`config.mk`:
```
export PLATFORM = sky130hd
export DESIGN_NAME = fopdt_ctrl
export DESIGN_NICKNAME = d
export VERILOG_FILES = /design/src/hw/rtl/fopdt_pkg.sv /design/src/hw/rtl/fopdt_ctrl.sv
export SDC_FILE = /design/constraint.sdc
export NUM_CORES = 1
export LEC_CHECK = 0
export BUFFER_PORTS_ARGS = -buffer_cell sky130_fd_sc_hd__buf_2
export CAP_MARGIN = 25
export CORE_MARGIN = 8
export CORE_UTILIZATION = 44
export DETAILED_ROUTE_END_ITERATION = 10
export HOLD_SLACK_MARGIN = 0.03
export PLACE_DENSITY_LB_ADDON = 0.08
export RECOVER_POWER = 100
export SYNTH_ARGS = -nofsm -noshare
export SYNTH_HDL_FRONTEND = slang
export SYNTH_SLANG_ARGS = --single-unit
```
`constraint.sdc`:
```
create_clock -name aclk -period 1.9 [get_ports aclk]
set_input_delay 0.19 -clock aclk [delete_from_list [all_inputs] [get_ports aclk]]
set_output_delay 0.19 -clock aclk [all_outputs]
set_load 0.005 [all_outputs]
```
`src/hw/rtl/fopdt_pkg.sv`:
```
// ----------------------------------------------------------------------------
// fopdt_pkg
// shared types, constants and codes of the first-order plant with dead time
// ----------------------------------------------------------------------------
`default_nettype none

package fopdt_pkg;

    localparam int DATA_W      = 32;
    localparam int Q_FRAC      = 16;
    localparam int CFG_AW      = 3;
    localparam int S_TDATA_W   = 160;
    localparam int M_TDATA_W   = 104;
    localparam int DIV_STEPS   = 32;
    localparam int DIV_CNT_W   = 5;

    localparam int IN_DELAY_LEN_DEF  = 16;
    localparam int OUT_DELAY_LEN_DEF = 16;

    localparam logic signed [31:0] IN_MIN_RST   = 32'sd0;
    localparam logic signed [31:0] IN_MAX_RST   = 32'sd6553600;
    localparam logic signed [31:0] OUT_MIN_RST  = 32'sd0;
    localparam logic signed [31:0] OUT_MAX_RST  = 32'sd6553600;
    localparam logic signed [31:0] GAIN_RST     = 32'sd65536;
    localparam logic signed [31:0] TAU_RST      = 32'sd65536;
    localparam logic signed [31:0] INIT_IN_RST  = 32'sd0;
    localparam logic signed [31:0] INIT_OUT_RST = 32'sd0;

    localparam logic [CFG_AW-1:0] CFG_IN_MIN   = 3'd0;
    localparam logic [CFG_AW-1:0] CFG_IN_MAX   = 3'd1;
    localparam logic [CFG_AW-1:0] CFG_OUT_MIN  = 3'd2;
    localparam logic [CFG_AW-1:0] CFG_OUT_MAX  = 3'd3;
    localparam logic [CFG_AW-1:0] CFG_GAIN     = 3'd4;
    localparam logic [CFG_AW-1:0] CFG_TAU      = 3'd5;
    localparam logic [CFG_AW-1:0] CFG_INIT_IN  = 3'd6;
    localparam logic [CFG_AW-1:0] CFG_INIT_OUT = 3'd7;

    localparam logic [1:0] STATUS_OK      = 2'd0;
    localparam logic [1:0] STATUS_DT_BAD  = 2'd1;
    localparam logic [1:0] STATUS_CFG_BAD = 2'd2;

    typedef enum logic [1:0] {
        RES_NONE,
        RES_STEP,
        RES_ERR,
        RES_RESTART
    } res_kind_t;

    typedef enum logic [3:0] {
        ST_FILL,
        ST_IDLE,
        ST_CHECK,
        ST_IN_WR,
        ST_IN_RD,
        ST_MUL1,
        ST_NUM,
        ST_DINIT,
        ST_DIV,
        ST_RATE,
        ST_MUL2,
        ST_SUM,
        ST_OUT_WR,
        ST_OUT_RD,
        ST_EMIT
    } state_t;

    typedef struct packed {
        logic      load;
        logic      fill_start;
        logic      fill_step;
        logic      in_wr;
        logic      in_rd;
        logic      mul1;
        logic      num;
        logic      dinit;
        logic      dstep;
        logic      rate;
        logic      mul2;
        logic      sum;
        logic      out_wr;
        logic      out_rd;
        logic      emit;
        res_kind_t kind;
    } cmd_t;

    typedef struct packed {
        logic cfg_bad;
        logic restart;
        logic dt_bad;
        logic fill_last;
        logic div_last;
        logic out_free;
    } sts_t;

endpackage

`default_nettype wire

```
`src/hw/rtl/fopdt_ctrl.sv`:
```
// ----------------------------------------------------------------------------
// fopdt_ctrl
// sequencer that walks one item through the datapath
// ----------------------------------------------------------------------------
`default_nettype none

module fopdt_ctrl
    import fopdt_pkg::*;
(
    input  wire logic aclk,
    input  wire logic aresetn,
    input  wire logic s_tvalid,
    output logic      s_tready,
    input  wire sts_t sts,
    output cmd_t      cmd
);

    state_t    state_reg, state_next;
    res_kind_t kind_reg, kind_next;

    always_ff @(posedge aclk) begin
        if (!aresetn) begin
            state_reg <= ST_FILL;
            kind_reg  <= RES_NONE;
        end else begin
            state_reg <= state_next;
            kind_reg  <= kind_next;
        end
    end

    always_comb begin
        state_next = state_reg;
        kind_next  = kind_reg;
        unique case (state_reg)
            ST_FILL: begin
                if (sts.fill_last) begin
                    state_next = (kind_reg == RES_RESTART) ? ST_EMIT : ST_IDLE;
                end
            end
            ST_IDLE: begin
                if (s_tvalid) begin
                    state_next = ST_CHECK;
                end
            end
            ST_CHECK: begin
                priority if (sts.cfg_bad) begin
                    kind_next  = RES_ERR;
                    state_next = ST_EMIT;
                end else if (sts.restart) begin
                    kind_next  = RES_RESTART;
                    state_next = ST_FILL;
                end else if (sts.dt_bad) begin
                    kind_next  = RES_ERR;
                    state_next = ST_EMIT;
                end else begin
                    kind_next  = RES_STEP;
                    state_next = ST_IN_WR;
                end
            end
            ST_IN_WR:  state_next = ST_IN_RD;
            ST_IN_RD:  state_next = ST_MUL1;
            ST_MUL1:   state_next = ST_NUM;
            ST_NUM:    state_next = ST_DINIT;
            ST_DINIT:  state_next = ST_DIV;
            ST_DIV: begin
                if (sts.div_last) begin
                    state_next = ST_RATE;
                end
            end
            ST_RATE:   state_next = ST_MUL2;
            ST_MUL2:   state_next = ST_SUM;
            ST_SUM:    state_next = ST_OUT_WR;
            ST_OUT_WR: state_next = ST_OUT_RD;
            ST_OUT_RD: state_next = ST_EMIT;
            ST_EMIT: begin
                if (sts.out_free) begin
                    state_next = ST_IDLE;
                    kind_next  = RES_NONE;
                end
            end
            default:   state_next = ST_IDLE;
        endcase
    end

    always_comb begin
        cmd            = '0;
        cmd.kind       = kind_reg;
        cmd.load       = (state_reg == ST_IDLE) && s_tvalid;
        cmd.fill_start = (state_reg == ST_CHECK) && !sts.cfg_bad && sts.restart;
        cmd.fill_step  = (state_reg == ST_FILL);
        cmd.in_wr      = (state_reg == ST_IN_WR);
        cmd.in_rd      = (state_reg == ST_IN_RD);
        cmd.mul1       = (state_reg == ST_MUL1);
        cmd.num        = (state_reg == ST_NUM);
        cmd.dinit      = (state_reg == ST_DINIT);
        cmd.dstep      = (state_reg == ST_DIV);
        cmd.rate       = (state_reg == ST_RATE);
        cmd.mul2       = (state_reg == ST_MUL2);
        cmd.sum        = (state_reg == ST_SUM);
        cmd.out_wr     = (state_reg == ST_OUT_WR);
        cmd.out_rd     = (state_reg == ST_OUT_RD);
        cmd.emit       = (state_reg == ST_EMIT) && sts.out_free;
    end

    assign s_tready = (state_reg == ST_IDLE);

endmodule

`default_nettype wire

```
==> flow_summary.yaml <==
clocking:
  cts_resized: 0
  clockRootBuffer: "clkbuf_4"
  cts.sinks: 6
  cts_buffers: 3
  worstSkewPairLatency_ps: 240
  cts_setup_buffers: 0
  cts_tree: "done"
  htreeDepth: 1
  cts_buffer_depth: 2
  holdBufCountCts: 0
  path_clk_slew_ps: 50
placed_design:
  place_area_sq_um: 698
  place_hpwl_mm: 1.30
  dp_cells: 118
  io_buffers: 26
  place_congestion: 0.867
global_route:
  grt_max_degree: 18
  grt_pass1_wl_mm: 2.60
  grt_use_total: 0.119
  antenna_found_initial: 0
  overflow: 0
  grt_pass1_vias: 621
detailed_routing:
  via_count: 655
  wl_per_cell_um: 13.6
  via_per_inst: 5.41
  drc_errors: 0
  dr.first_iter.drc_count: 13
  routed_wl_mm: 1.65
  final_antenna_net_count: 0
  drt-pass1-iter-count: 4
yosys:
  synth_top_area_frac: 0.209
  synth_edf_count: 0
  synthTopCellsByCount: "nor2_1 (14), nand2b_1 (7), nor3_1 (7)"
  ys.warnings.count: 0
  synthTopCellsByArea: "dfxtp_1 (21%), nor2_1 (9.2%), nand2b_1 (7.6%)"
  synth_cell_type_count: 31
  ys_ff_latch: 6
  yosysTopAreaCell: "dfxtp_1"
  synth_most_common_cell: "nor2_1"
  synth_flop_cell: "dfxtp_1"
  synth-async-reset-ratio: 0
  synthCells: 81
  syn-num-nets: 90
  syn_avg_cell_area_sq_um: 7.09
  seq_area_frac_synth: 0.209
  synthesis.area_sq_um: 574
critical_path:
  worstSetupEndpointType: "flop"
  cp.required_ps: 2020
  path_class: "reg2reg"
  worst-path-max-fanout: 11
  ff2ff_path_depth: 5
  critPathArrivalTime_ps: 1920
  startpoint_type: "flop"
final_layout:
  fillers: 154
  drive_above_1_share: 0.217
  instances_no_fill: 121
  diodes: 0
  stdcell_area_sq_um: 689
  final_nets: 117
  largest_reg_flops: 4
  area_delta_synth_final_pct: 20.0
power:
  p_leak_nw: 0.261
  ir_worst_vdd_uv: 636
  p_seq_frac: 0.358
  p_comb_frac: 0.416
  power.total_uw: 496
  p_switching_uw: 187
  cellInternalPower_uw: 309
  p_per_area_mw_per_mm2: 720
  switching_share: 0.377
  clkPwrFrac: 0.226
hold_path:
  hp-class: "in2reg"
  hold_depth: 3
sta:
  setup_viol: 0
  slew_viol_final: 0
  worstMarginPinSlew_ps: 455
  max_freq_mhz: 555
  whs_ps: 221
  period_minus_slack_ps: 1800
  fin_crit_sh: 0.949
  relSlewSlack: 0.696
  tns_ps: 0
  hold_viol_final: 0
  fin_skew_ps: 6.63
  rsz0062_at_grt: "false"
floorplan:
  die-area_sq_mm: 0.00272
  die_y_um: 52.1
  initial_core_util: 0.459
  core_region_area_sq_mm: 0.00125
  die_x_um: 52.1
  fp-row-count: 13
  ios: 27
outcome:
  outcome: "complete, no violations"
run:
  cap_violations: 0
[worst paths after layout]
path,from,slack (ps),end
worst max-delay path,state_reg[0],100,state_reg[0]
worst min-delay path,aresetn,220,state_reg[2]
worst max register to register,state_reg[0],100,state_reg[0]
worst min register to register,kind_reg[0],510,kind_reg[0]
[stage by stage]
stage,setup WS (ps),util
after floorplan,539,-
after global placement,298,0.557
final,97.3,0.550
after global routing,24.8,0.550
after detailed placement,234,0.557
after CTS,6.29,0.575
[layer usage]
metal / up-vias / GRT usage / share of wire
met4: 0 / 0 / 0
met2: 21 / 0.208 / 0.44
li1: 338 / - / -
met5: - / 0 / 0
met1: 296 / 0.137 / 0.48
met3: 0 / 0.0541 / 0.078
[power groups by stage]
stage / Sequential (mW) / Combinational (mW) / Clock (mW)
4_1_cts: 0.177 / 0.225 / 0.117
6_report: 0.178 / 0.207 / 0.112
3_5_place_dp: 0.179 / 0.224 / 0
2_1_floorplan: 0.151 / 0.191 / 0
3_3_place_gp: 0.177 / 0.221 / 0
5_1_grt: 0.182 / 0.231 / 0.124
[area by class of cell]
class                   instances  area (sq um)  area share
clock buffers                   3          22.5      0.0327
inverters                       4          15.0      0.0218
multi-input cells              65           387       0.561
flip-flops and latches          6           121       0.176
well taps                      15          18.8      0.0272
repair buffers                 28           125       0.181
[cell usage in the layout, fill, tap and decap left out, drive strengths merged]
cell    instances
clkbuf         19
nor2           14
buf            12
nor3            8
nand2b          7
nand2           6
dfxtp           6
inv             4
a21oi           4
o21ai           4
a31oi           3
o22ai           2
and2            2
o32ai           2
or2             1
nand3b          1
mux2            1
or3             1
and3b           1
nor2b           1
nor4            1
a311oi          1
a21boi          1
o21bai          1
o311ai          1
a222oi          1
nand3           1
[worst max-delay path, cell delays in order, from the launching register on]
cell      delay, ps
dfxtp_1         500
nand2b_1        310
o32ai_2         160
a311oi_1        420
a21boi_1        250
nor3_2           50
[cell families after synthesis]
kind of cell / share of synthesized area
and+or+nand+nor: 0.397
AOI/OAI and AO/OA: 0.272
DFF: 0.209
muxes: 0.0261
buffers and inverters: 0.0959
(Power assumes the default switching activity.)
